--- src/rtl/dpr_pkg.sv ---
// Shared types, constants and the ramp reciprocal table for the drive PID core.
`default_nettype none

package dpr_pkg;

  // Defaults for the top-level parameters
  localparam int GAIN_FRAC_BITS_DEF = 8;
  localparam int MAX_POWER_DEF      = 100;
  localparam int SENSOR_WIDTH_DEF   = 16;

  // Register field widths
  localparam int GAIN_W   = 10;
  localparam int WIN_W    = 12;
  localparam int TICKS_W  = 4;
  localparam int LIMIT_W  = 7;
  localparam int CFG_AW   = 3;
  localparam int CFG_DW   = 12;

  // State and result widths
  localparam int INTEG_W  = 24;
  localparam int RAMP_W   = 5;
  localparam int TICK_W   = 4;
  localparam int POWER_W  = 8;

  // Ramp: factor is ramp_step / 20, command computed as mag * recip >> 16
  localparam int RECIP_W     = 17;
  localparam int RECIP_SHIFT = 16;

  localparam logic [RAMP_W-1:0] RAMP_START = RAMP_W'(5);
  localparam logic [RAMP_W-1:0] RAMP_FULL  = RAMP_W'(20);
  localparam logic [TICK_W-1:0] TICK_MAX   = TICK_W'(15);

  localparam logic signed [INTEG_W-1:0] INTEG_MAX = {1'b0, {(INTEG_W-1){1'b1}}};
  localparam logic signed [INTEG_W-1:0] INTEG_MIN = {1'b1, {(INTEG_W-1){1'b0}}};

  // Register reset values
  localparam logic               TURN_MODE_RST = 1'b0;
  localparam logic [GAIN_W-1:0]  KP_RST        = GAIN_W'(179);
  localparam logic [GAIN_W-1:0]  KI_RST        = GAIN_W'(38);
  localparam logic [GAIN_W-1:0]  KD_RST        = GAIN_W'(320);
  localparam logic [WIN_W-1:0]   WINDOW_RST    = WIN_W'(100);
  localparam logic [TICKS_W-1:0] SU_TICKS_RST  = TICKS_W'(4);
  localparam logic [LIMIT_W-1:0] SU_LIMIT_RST  = LIMIT_W'(50);

  typedef enum logic [CFG_AW-1:0] {
    REG_TURN_MODE     = 3'd0,
    REG_KP_GAIN       = 3'd1,
    REG_KI_GAIN       = 3'd2,
    REG_KD_GAIN       = 3'd3,
    REG_WINDOW        = 3'd4,
    REG_STARTUP_TICKS = 3'd5,
    REG_STARTUP_LIMIT = 3'd6
  } cfg_reg_t;

  typedef struct packed {
    logic               turn_mode;
    logic [GAIN_W-1:0]  kp_gain;
    logic [GAIN_W-1:0]  ki_gain;
    logic [GAIN_W-1:0]  kd_gain;
    logic [WIN_W-1:0]   integral_window;
    logic [TICKS_W-1:0] startup_ticks;
    logic [LIMIT_W-1:0] startup_limit;
  } cfg_t;

  // Step strobes from the sequencer to the datapath
  typedef struct packed {
    logic load;
    logic mul_p;
    logic mul_i;
    logic mul_d;
    logic sum;
    logic pwr;
    logic emit;
  } dp_cmd_t;

  // ceil(r * 2^16 / 20): exact floor of mag*r/20 for mag below 128
  function automatic logic [RECIP_W-1:0] ramp_recip(input logic [RAMP_W-1:0] r);
    logic [RECIP_W-1:0] k;
    case (r)
      5'd0:    k = 17'd0;
      5'd1:    k = 17'd3277;
      5'd2:    k = 17'd6554;
      5'd3:    k = 17'd9831;
      5'd4:    k = 17'd13108;
      5'd5:    k = 17'd16384;
      5'd6:    k = 17'd19661;
      5'd7:    k = 17'd22938;
      5'd8:    k = 17'd26215;
      5'd9:    k = 17'd29492;
      5'd10:   k = 17'd32768;
      5'd11:   k = 17'd36045;
      5'd12:   k = 17'd39322;
      5'd13:   k = 17'd42599;
      5'd14:   k = 17'd45876;
      5'd15:   k = 17'd49152;
      5'd16:   k = 17'd52429;
      5'd17:   k = 17'd55706;
      5'd18:   k = 17'd58983;
      5'd19:   k = 17'd62260;
      default: k = 17'd65536;
    endcase
    return k;
  endfunction

endpackage

`default_nettype wire

--- src/rtl/drive_pid_with_ramp_core.sv ---
// Drive PID core top level: config registers, sequencer and datapath.
//
// One input word is one control tick: start flag, encoder count, gyro
// heading and target. One output word comes back per tick: the clamped
// drive power and the ramp-scaled motor command.
// Both channels use valid/ready; a word moves when both are high.
// An accepted tick runs these steps: load, three products through the one
// shared 10-bit gain multiplier (P, I, D), the P+D sum, the power clamp and
// the ramp scaling into the output register. in_ready is high only while the
// sequencer is idle, so a new tick is taken only after the last one is done.
// The result sits in an output register; the next tick is taken while it
// waits. If the receiver stalls, the following tick waits in its last step
// until the output word has been taken. Reset clears origins, integral,
// previous error and tick count, puts the ramp at 0.25 and loads the default
// gains; no clearing pass is needed. Registers must be written through
// cfg_we/cfg_addr/cfg_wdata only while idle; the block does not enforce it.
`default_nettype none

module drive_pid_with_ramp_core import dpr_pkg::*; #(
  parameter int SENSOR_WIDTH   = SENSOR_WIDTH_DEF,
  parameter int GAIN_FRAC_BITS = GAIN_FRAC_BITS_DEF,
  parameter int MAX_POWER      = MAX_POWER_DEF
) (
  input  wire logic                           clk,
  input  wire logic                           rst_n,
  input  wire logic                           in_valid,
  output logic                                in_ready,
  input  wire logic                           in_start_req,
  input  wire logic signed [SENSOR_WIDTH-1:0] in_encoder_count,
  input  wire logic signed [SENSOR_WIDTH-1:0] in_gyro_heading,
  input  wire logic signed [SENSOR_WIDTH-1:0] in_target_value,
  output logic                                out_valid,
  input  wire logic                           out_ready,
  output logic signed [POWER_W-1:0]           out_drive_power,
  output logic signed [POWER_W-1:0]           out_motor_command,
  input  wire logic                           cfg_we,
  input  wire logic [CFG_AW-1:0]              cfg_addr,
  input  wire logic [CFG_DW-1:0]              cfg_wdata
);

  cfg_t    cfg;
  dp_cmd_t cmd;

  dpr_cfg_regs u_cfg (
    .clk       (clk),
    .rst_n     (rst_n),
    .cfg_we    (cfg_we),
    .cfg_addr  (cfg_addr),
    .cfg_wdata (cfg_wdata),
    .cfg       (cfg)
  );

  dpr_ctrl u_ctrl (
    .clk       (clk),
    .rst_n     (rst_n),
    .in_valid  (in_valid),
    .in_ready  (in_ready),
    .out_valid (out_valid),
    .out_ready (out_ready),
    .cmd       (cmd)
  );

  dpr_datapath #(
    .SENSOR_WIDTH   (SENSOR_WIDTH),
    .GAIN_FRAC_BITS (GAIN_FRAC_BITS),
    .MAX_POWER      (MAX_POWER)
  ) u_dp (
    .clk              (clk),
    .rst_n            (rst_n),
    .cmd              (cmd),
    .cfg              (cfg),
    .in_start_req     (in_start_req),
    .in_encoder_count (in_encoder_count),
    .in_gyro_heading  (in_gyro_heading),
    .in_target_value  (in_target_value),
    .drive_power      (out_drive_power),
    .motor_command    (out_motor_command)
  );

  // busy straight after taking a tick
  a_busy_after_accept: assert property (@(posedge clk) disable iff (!rst_n)
    (in_valid && in_ready) |=> !in_ready)
    else $error("input taken again while a tick is in progress");

  a_power_range: assert property (@(posedge clk) disable iff (!rst_n)
    out_valid |-> (out_drive_power <= MAX_POWER && out_drive_power >= -MAX_POWER))
    else $error("drive power outside clamp range");

  // ramp factor is at most 1 and keeps the sign
  a_cmd_within_power: assert property (@(posedge clk) disable iff (!rst_n)
    out_valid |-> (out_drive_power[POWER_W-1]
      ? (out_motor_command <= 0 && out_motor_command >= out_drive_power)
      : (out_motor_command >= 0 && out_motor_command <= out_drive_power)))
    else $error("motor command exceeds drive power");

endmodule

`default_nettype wire

--- src/rtl/dpr_cfg_regs.sv ---
// Configuration register file: turn mode, gains, integral window and startup limits.
`default_nettype none

module dpr_cfg_regs import dpr_pkg::*; (
  input  wire logic              clk,
  input  wire logic              rst_n,
  input  wire logic              cfg_we,
  input  wire logic [CFG_AW-1:0] cfg_addr,
  input  wire logic [CFG_DW-1:0] cfg_wdata,
  output cfg_t                   cfg
);

  cfg_t cfg_r, cfg_nxt;

  always_comb begin
    cfg_nxt = cfg_r;
    if (cfg_we) begin
      case (cfg_addr)
        REG_TURN_MODE:     cfg_nxt.turn_mode       = cfg_wdata[0];
        REG_KP_GAIN:       cfg_nxt.kp_gain         = cfg_wdata[GAIN_W-1:0];
        REG_KI_GAIN:       cfg_nxt.ki_gain         = cfg_wdata[GAIN_W-1:0];
        REG_KD_GAIN:       cfg_nxt.kd_gain         = cfg_wdata[GAIN_W-1:0];
        REG_WINDOW:        cfg_nxt.integral_window = cfg_wdata[WIN_W-1:0];
        REG_STARTUP_TICKS: cfg_nxt.startup_ticks   = cfg_wdata[TICKS_W-1:0];
        REG_STARTUP_LIMIT: cfg_nxt.startup_limit   = cfg_wdata[LIMIT_W-1:0];
        default:           cfg_nxt = cfg_r;
      endcase
    end
  end

  always_ff @(posedge clk) begin
    if (!rst_n) begin
      cfg_r.turn_mode       <= TURN_MODE_RST;
      cfg_r.kp_gain         <= KP_RST;
      cfg_r.ki_gain         <= KI_RST;
      cfg_r.kd_gain         <= KD_RST;
      cfg_r.integral_window <= WINDOW_RST;
      cfg_r.startup_ticks   <= SU_TICKS_RST;
      cfg_r.startup_limit   <= SU_LIMIT_RST;
    end else begin
      cfg_r <= cfg_nxt;
    end
  end

  assign cfg = cfg_r;

endmodule

`default_nettype wire

--- src/rtl/dpr_ctrl.sv ---
// Sequencer: input/output handshakes and the step strobes for the datapath.
`default_nettype none

module dpr_ctrl import dpr_pkg::*; (
  input  wire logic clk,
  input  wire logic rst_n,
  input  wire logic in_valid,
  output logic      in_ready,
  output logic      out_valid,
  input  wire logic out_ready,
  output dp_cmd_t   cmd
);

  typedef enum logic [6:0] {
    ST_IDLE  = 7'b0000001,
    ST_MUL_P = 7'b0000010,
    ST_MUL_I = 7'b0000100,
    ST_MUL_D = 7'b0001000,
    ST_SUM   = 7'b0010000,
    ST_PWR   = 7'b0100000,
    ST_EMIT  = 7'b1000000
  } ctrl_state_t;

  ctrl_state_t state_r, state_nxt;
  logic        out_valid_r, out_valid_nxt;
  logic        slot_free;

  // output word may be replaced when empty or being taken this cycle
  assign slot_free = !out_valid_r || out_ready;

  always_comb begin
    state_nxt = state_r;
    cmd       = '0;
    case (state_r)
      ST_IDLE: begin
        if (in_valid) begin
          cmd.load  = 1'b1;
          state_nxt = ST_MUL_P;
        end
      end
      ST_MUL_P: begin
        cmd.mul_p = 1'b1;
        state_nxt = ST_MUL_I;
      end
      ST_MUL_I: begin
        cmd.mul_i = 1'b1;
        state_nxt = ST_MUL_D;
      end
      ST_MUL_D: begin
        cmd.mul_d = 1'b1;
        state_nxt = ST_SUM;
      end
      ST_SUM: begin
        cmd.sum   = 1'b1;
        state_nxt = ST_PWR;
      end
      ST_PWR: begin
        cmd.pwr   = 1'b1;
        state_nxt = ST_EMIT;
      end
      ST_EMIT: begin
        if (slot_free) begin
          cmd.emit  = 1'b1;
          state_nxt = ST_IDLE;
        end
      end
      default: state_nxt = ST_IDLE;
    endcase
  end

  always_comb begin
    if (cmd.emit) begin
      out_valid_nxt = 1'b1;
    end else if (out_ready) begin
      out_valid_nxt = 1'b0;
    end else begin
      out_valid_nxt = out_valid_r;
    end
  end

  always_ff @(posedge clk) begin
    if (!rst_n) begin
      state_r     <= ST_IDLE;
      out_valid_r <= 1'b0;
    end else begin
      state_r     <= state_nxt;
      out_valid_r <= out_valid_nxt;
    end
  end

  assign in_ready  = (state_r == ST_IDLE);
  assign out_valid = out_valid_r;

endmodule

`default_nettype wire

--- src/rtl/dpr_datapath.sv ---
// PID datapath: error, shared gain multiplier, windowed integral, clamps, ramp.
`default_nettype none

module dpr_datapath import dpr_pkg::*; #(
  parameter int SENSOR_WIDTH   = SENSOR_WIDTH_DEF,
  parameter int GAIN_FRAC_BITS = GAIN_FRAC_BITS_DEF,
  parameter int MAX_POWER      = MAX_POWER_DEF
) (
  input  wire logic                           clk,
  input  wire logic                           rst_n,
  input  wire dp_cmd_t                        cmd,
  input  wire cfg_t                           cfg,
  input  wire logic                           in_start_req,
  input  wire logic signed [SENSOR_WIDTH-1:0] in_encoder_count,
  input  wire logic signed [SENSOR_WIDTH-1:0] in_gyro_heading,
  input  wire logic signed [SENSOR_WIDTH-1:0] in_target_value,
  output logic signed [POWER_W-1:0]           drive_power,
  output logic signed [POWER_W-1:0]           motor_command
);

  localparam int EW   = SENSOR_WIDTH + 2;                    // error
  localparam int DW   = EW + 1;                              // error difference
  localparam int PW   = DW + GAIN_W;                         // gain product
  localparam int SUMW = PW + 1;                              // P + D
  localparam int IAW  = ((PW > INTEG_W) ? PW : INTEG_W) + 1; // integral add
  localparam int XW   = ((SUMW > INTEG_W) ? SUMW : INTEG_W) + 1;
  localparam int CPW  = POWER_W + RECIP_W;

  localparam logic signed [SUMW-1:0] PD_BIAS = SUMW'((1 << GAIN_FRAC_BITS) - 1);
  localparam logic signed [XW-1:0]   X_BIAS  = XW'((1 << GAIN_FRAC_BITS) - 1);
  localparam logic signed [XW-1:0]   MAXP    = XW'(MAX_POWER);
  localparam logic signed [IAW-1:0]  IMAX    = IAW'(INTEG_MAX);
  localparam logic signed [IAW-1:0]  IMIN    = IAW'(INTEG_MIN);

  // state kept between ticks
  logic signed [SENSOR_WIDTH-1:0] enc_org_r, gyr_org_r;
  logic signed [INTEG_W-1:0]      integ_r, integ_nxt;
  logic signed [EW-1:0]           prev_r;
  logic [TICK_W-1:0]              tick_r;
  logic [RAMP_W-1:0]              ramp_r;

  // per-tick working registers
  logic signed [EW-1:0]      err_r;
  logic                      win_r;
  logic signed [PW-1:0]      prod_r;
  logic signed [PW-1:0]      pd_r;
  logic signed [SUMW-1:0]    pdt_r;
  logic signed [POWER_W-1:0] pwr_r;
  logic signed [POWER_W-1:0] power_out_r, cmd_out_r;

  // ---- error at accept ----
  logic signed [EW-1:0] enc_rel, gyr_rel, err_enc, err_gyr, err_in;

  always_comb begin
    if (in_start_req) begin
      enc_rel = '0;
      gyr_rel = '0;
    end else begin
      enc_rel = EW'(in_encoder_count) - EW'(enc_org_r);
      gyr_rel = EW'(in_gyro_heading) - EW'(gyr_org_r);
    end
    err_enc = EW'(in_target_value) - enc_rel;
    err_gyr = gyr_rel - EW'(in_target_value);
    err_in  = cfg.turn_mode ? err_gyr : err_enc;
  end

  // ---- window test ----
  logic [EW-1:0] err_mag;
  logic          win_nxt;

  always_comb begin
    err_mag = err_r[EW-1] ? EW'(-err_r) : EW'(err_r);
    win_nxt = err_mag < {{(EW-WIN_W){1'b0}}, cfg.integral_window};
  end

  // ---- shared multiplier ----
  logic signed [DW-1:0] mul_a;
  logic [GAIN_W-1:0]    mul_b;
  logic signed [PW-1:0] prod_nxt;

  always_comb begin
    if (cmd.mul_d) begin
      mul_a = DW'(err_r) - DW'(prev_r);
      mul_b = cfg.kd_gain;
    end else if (cmd.mul_i) begin
      mul_a = DW'(err_r);
      mul_b = cfg.ki_gain;
    end else begin
      mul_a = DW'(err_r);
      mul_b = cfg.kp_gain;
    end
    prod_nxt = PW'(mul_a) * PW'($signed({1'b0, mul_b}));
  end

  // ---- integral, saturating, cleared outside the window; prod_r holds the ki product in the D step ----
  logic signed [IAW-1:0] iacc;

  always_comb begin
    iacc = IAW'(integ_r) + IAW'(prod_r);
    if (!win_r) begin
      integ_nxt = '0;
    end else if (iacc > IMAX) begin
      integ_nxt = INTEG_MAX;
    end else if (iacc < IMIN) begin
      integ_nxt = INTEG_MIN;
    end else begin
      integ_nxt = INTEG_W'(iacc);
    end
  end

  // ---- P + D, truncated toward zero ----
  logic signed [SUMW-1:0] pd_full, pd_trunc;

  always_comb begin
    pd_full  = SUMW'(pd_r) + SUMW'(prod_r);
    pd_trunc = (pd_full + (pd_full[SUMW-1] ? PD_BIAS : $signed(SUMW'(0)))) >>> GAIN_FRAC_BITS;
  end

  // ---- power: add integral, truncate, clamp ----
  logic signed [XW-1:0] x_sum, x_trunc, lim, su_lim, pwr_cl;
  logic                 in_startup;

  always_comb begin
    x_sum      = (XW'(pdt_r) <<< GAIN_FRAC_BITS) + XW'(integ_r);
    x_trunc    = (x_sum + (x_sum[XW-1] ? X_BIAS : $signed(XW'(0)))) >>> GAIN_FRAC_BITS;
    su_lim     = XW'($signed({1'b0, cfg.startup_limit}));
    in_startup = tick_r < cfg.startup_ticks;
    lim        = (in_startup && (su_lim < MAXP)) ? su_lim : MAXP;
    if (x_trunc > lim) begin
      pwr_cl = lim;
    end else if (x_trunc < -lim) begin
      pwr_cl = -lim;
    end else begin
      pwr_cl = x_trunc;
    end
  end

  // ---- ramp scaling, toward zero ----
  logic [POWER_W-1:0]        pwr_mag;
  logic [CPW-1:0]            cprod;
  logic [POWER_W-1:0]        cmd_mag;
  logic signed [POWER_W-1:0] cmd_val;

  always_comb begin
    pwr_mag = pwr_r[POWER_W-1] ? POWER_W'(-pwr_r) : POWER_W'(pwr_r);
    cprod   = CPW'(pwr_mag) * CPW'(ramp_recip(ramp_r));
    cmd_mag = cprod[RECIP_SHIFT +: POWER_W];
    cmd_val = pwr_r[POWER_W-1] ? -$signed(cmd_mag) : $signed(cmd_mag);
  end

  // ---- tick state ----
  always_ff @(posedge clk) begin
    if (!rst_n) begin
      enc_org_r <= '0;
      gyr_org_r <= '0;
      integ_r   <= '0;
      prev_r    <= '0;
      tick_r    <= '0;
      ramp_r    <= RAMP_START;
    end else begin
      if (cmd.load && in_start_req) begin
        enc_org_r <= in_encoder_count;
        gyr_org_r <= in_gyro_heading;
        integ_r   <= '0;
        prev_r    <= '0;
        tick_r    <= '0;
        ramp_r    <= RAMP_START;
      end
      if (cmd.mul_d) begin
        integ_r <= integ_nxt;
      end
      if (cmd.sum) begin
        prev_r <= err_r;
      end
      if (cmd.emit) begin
        if (tick_r < TICK_MAX) begin
          tick_r <= tick_r + TICK_W'(1);
        end
        if (ramp_r < RAMP_FULL) begin
          ramp_r <= ramp_r + RAMP_W'(1);
        end
      end
    end
  end

  // ---- working registers ----
  always_ff @(posedge clk) begin
    if (cmd.load) begin
      err_r <= err_in;
    end
    if (cmd.mul_p) begin
      win_r <= win_nxt;
    end
    if (cmd.mul_p || cmd.mul_i || cmd.mul_d) begin
      prod_r <= prod_nxt;
    end
    if (cmd.mul_i) begin
      pd_r <= prod_r;
    end
    if (cmd.sum) begin
      pdt_r <= pd_trunc;
    end
    if (cmd.pwr) begin
      pwr_r <= POWER_W'(pwr_cl);
    end
    if (cmd.emit) begin
      power_out_r <= pwr_r;
      cmd_out_r   <= cmd_val;
    end
  end

  assign drive_power   = power_out_r;
  assign motor_command = cmd_out_r;

endmodule

`default_nettype wire
--- config.mk ---
export PLATFORM = sky130hd
export DESIGN_NAME = drive_pid_with_ramp_core
export DESIGN_NICKNAME = d
export VERILOG_FILES = /design/src/rtl/dpr_pkg.sv /design/src/rtl/drive_pid_with_ramp_core.sv /design/src/rtl/dpr_cfg_regs.sv /design/src/rtl/dpr_ctrl.sv /design/src/rtl/dpr_datapath.sv
export SDC_FILE = /design/constraint.sdc
export NUM_CORES = 2
export LEC_CHECK = 0
export BUFFER_PORTS_ARGS = -buffer_cell sky130_fd_sc_hd__buf_2
export CORE_MARGIN = 2
export CORE_UTILIZATION = 30
export CTS_CLUSTER_SIZE = 8
export DETAILED_ROUTE_END_ITERATION = 10
export GPL_ROUTABILITY_DRIVEN = 0
export MAX_ROUTING_LAYER = met4
export PLACE_DENSITY_LB_ADDON = 0.3
export SETUP_SLACK_MARGIN = 0.2
export SYNTH_ARGS = -nofsm -noshare
export SYNTH_HDL_FRONTEND = slang
export SYNTH_SLANG_ARGS = --single-unit
--- constraint.sdc ---
create_clock -name clk -period 10.82 [get_ports clk]
set_clock_uncertainty 0.2 [all_clocks]
set_input_delay 2.164 -clock clk [delete_from_list [all_inputs] [get_ports clk]]
set_output_delay 2.164 -clock clk [all_outputs]
set_load 0.005 [all_outputs]
==> reports/metrics.yaml <==
firstDrtPassIters: 7
num-nets-final: 4482
path_class: "reg2reg"
drt_iter0_drc: 1438
hold_ws_ns: 0.252
ys_seq_area_share_pct: 21.3
rsz0062_at_grt: "false"
hold_violations: 0
grt_pass1_vias: 24600
htree_levels: 2
cpMaxStageDelayCell: "mux2i_1"
grt_overflow: 0
r2r_slack_ns: 2.03
syn-cell-area_um2: 31800
period_needed_ns: 8.79
ctsResizeCount: 0
clkSinkCount: 277
ios: 87
drv_slew: 0
routedWlPerCell_um: 15.8
cts.path.max_buffers: 3
worst_setup_path_start_kind: "register"
maxCapViolCount: 0
hold_buffers: 0
cp_slowest_stage_delay_ns: 0.72
place_hpwl_mm: 66.9
ys.flop_type: "dfxtp_1"
netlist_instances: 3751
wirelength_mm: 83.0
grt_pass1_wl_mm: 133
die_h_um: 330
grt_max_degree: 85
fin_setup_tns_ns: 0
start_util_pct: 30.2
relSlewSlack_pct: 25.6
grt_util_all_layers_pct: 15.7
crit_path_start: "u_dp.err_r[1]$_DFFE_PP_"
via_count: 25500
cts_setup_buffers: 0
worstPathRequired_ns: 10.95
syn_nets: 4413
r2r_start: "u_dp.err_r[1]$_DFFE_PP_"
cts_tree: "built"
grt_antenna_before_repair: 2
powerDensity_nw_per_um2: 204
async_flop_share_pct: 0
critical_path.max_fanout: 10
drive_gt1_share_pct: 6.81
die_x_um: 330
rows: 119
pre_cts_slack_ns: 1.97
hp-class: "reg2reg"
cp-end-kind: "register"
core_area_um2: 105000
clock_tree.root_cell: "clkbuf_16"
setup_violations: 0
fill_cells: 11100
drc_errors: 0
cp.arrival_ns: 8.91
dieArea_um2: 109000
portBuffers: 86
clkTransAtPathRegs_ns: 0.06
fmax_mhz: 114
worst_pin_slew_ns: 1.12
ys_ff_latch: 277
fin_crit_sh_pct: 81.2
final_core_util_pct: 33.3
synth_edf_count: 123
area_growth_pct: 10.2
cp_common_cell: "fa_1"
p_leak_nw: 15.7
irDropWorstVdd_mv: 0.299
routed_via_density: 4.88
cts_made_buffers: 42
hp-start: "u_cfg.cfg[33]$_SDFFE_PN0P_"
status: "finished clean"
layout_setup_ws_ns: 2.03
syn_avg_cell_area_um2: 8.48
clkLatencyLatePin_ns: 0.59
yosysWarningCount: 0
ant_nets: 0
post_synth_num_cell_types: 107
## report_power, final
group | total (W) | internal, W | switching (W)
clock network | 0.00124 | 0.000730 | 0.000513
registers | 0.00147 | 0.00138 | 0.0000853
logic | 0.00444 | 0.00190 | 0.00254
total | 0.00715 | 0.00401 | 0.00314
## state kept, by name, summed over array words and instances, names as in the netlist, named ones only
register / cells
u_dp.win_r: 1
u_dp.ramp_r: 5
u_cfg.cfg: 54
u_dp.prod_r: 29
u_dp.pwr_r: 8
u_dp.err_r: 18
u_dp.enc_org_r: 16
u_dp.motor_command: 8
u_dp.tick_r: 4
u_dp.gyr_org_r: 16
u_dp.pd_r: 29
u_dp.integ_r: 24
u_ctrl.out_valid: 1
u_dp.prev_r: 18
u_ctrl.state_r: 7
u_dp.pdt_r: 22
u_dp.drive_power: 8
## Yosys cell counts, drive strengths merged, types with 96 or more instances
cell type,number,area (um2)
xnor2,146,1280
nand3,96,503
inv,528,1980
nor2,251,942
ha,347,4340
a21oi,226,1130
nand2,470,1770
edfxtp,123,3690
dfxtp,154,3080
o21ai,143,738
fa,246,4920
## critical path, delay by kind of cell (launching register included)
kind                     cells  cell delay, ns
adder cells (fa/ha/maj)      7            3.04
AO/OA/AOI/OAI               10            2.22
AND/OR/NAND/NOR              6            1.39
buffers and inverters        3            0.14
XOR/XNOR                     1            0.08
multiplexers                 2            0.96
flip-flops                   1            0.47
## worst paths after layout
check	endpoint	cells past startpoint
hold reg to reg	u_cfg.cfg[33]$_SDFFE_PN0P_	2
hold / removal	u_cfg.cfg[33]$_SDFFE_PN0P_	2
setup reg to reg	u_dp.prod_r[25]$_DFFE_PP_	29
setup / recovery	u_dp.prod_r[25]$_DFFE_PP_	29
## kinds of logic (layout without fill, tap and decap cells)
group                    count (synthesis)  in the layout  synth area share [%]
XOR/XNOR                               214            214                  5.89
flip-flops                             277            277                  21.3
adder cells (fa/ha/maj)                593            593                  29.1
buffers and inverters                  616            711                  7.35
AO/OA/AOI/OAI                          742            742                  15.7
other                                    0              2                     0
AND/OR/NAND/NOR                       1253           1253                  18.8
multiplexers                            56             56                  1.79
## per-layer routing
metal	GRT usage, %	wire length, um
met5	-	0
met4	3.97	1730
met3	2.28	3450
met2	24.1	37400
met1	21.6	40400
## cell usage in the layout, fill, tap and decap left out, types with 16 or more instances in the layout
cell / instances
inv_1: 527
nand2_1: 468
ha_1: 347
nor2_1: 251
fa_1: 246
a21oi_1: 225
dfxtp_1: 154
xnor2_1: 146
o21ai_0: 123
edfxtp_1: 123
nand3_1: 93
buf_2: 86
a21o_1: 75
nand2b_1: 73
xor2_1: 68
nor3_1: 63
nor2b_1: 63
and2_1: 51
mux2i_1: 48
clkbuf_16: 42
or3_1: 40
and3_1: 31
o31ai_1: 28
a21boi_0: 27
o211ai_1: 27
o21a_1: 26
or2_2: 25
a211oi_1: 24
buf_4: 24
a31oi_1: 21
nand4_1: 20
clkbuf_1: 20
o21ai_1: 16
## cell type report
cell class | instances | area (um2) | share of cell area, %
antenna | 2 | 5.00 | 0.0143
inverter | 531 | 1990 | 5.69
sequential | 277 | 6780 | 19.3
clock buffer | 64 | 1150 | 3.29
tap | 1391 | 1740 | 4.96
timing repair buffer | 110 | 611 | 1.74
clock inverter | 6 | 60.1 | 0.171
multi-input combinational | 2858 | 22700 | 64.8
## through the flow
step / cells / total power, W / instance area (um2)
6_report: 5239 / 0.00715 / 35100
5_1_grt: 5238 / 0.00790 / 35100
4_1_cts: 5237 / 0.00722 / 35100
3_5_place_dp: 5167 / 0.00593 / 33800
3_3_place_gp: 5167 / 0.00592 / 33800
2_1_floorplan: 3751 / 0.00492 / 31800
Note: power is estimated with default switching activity, not from simulation.
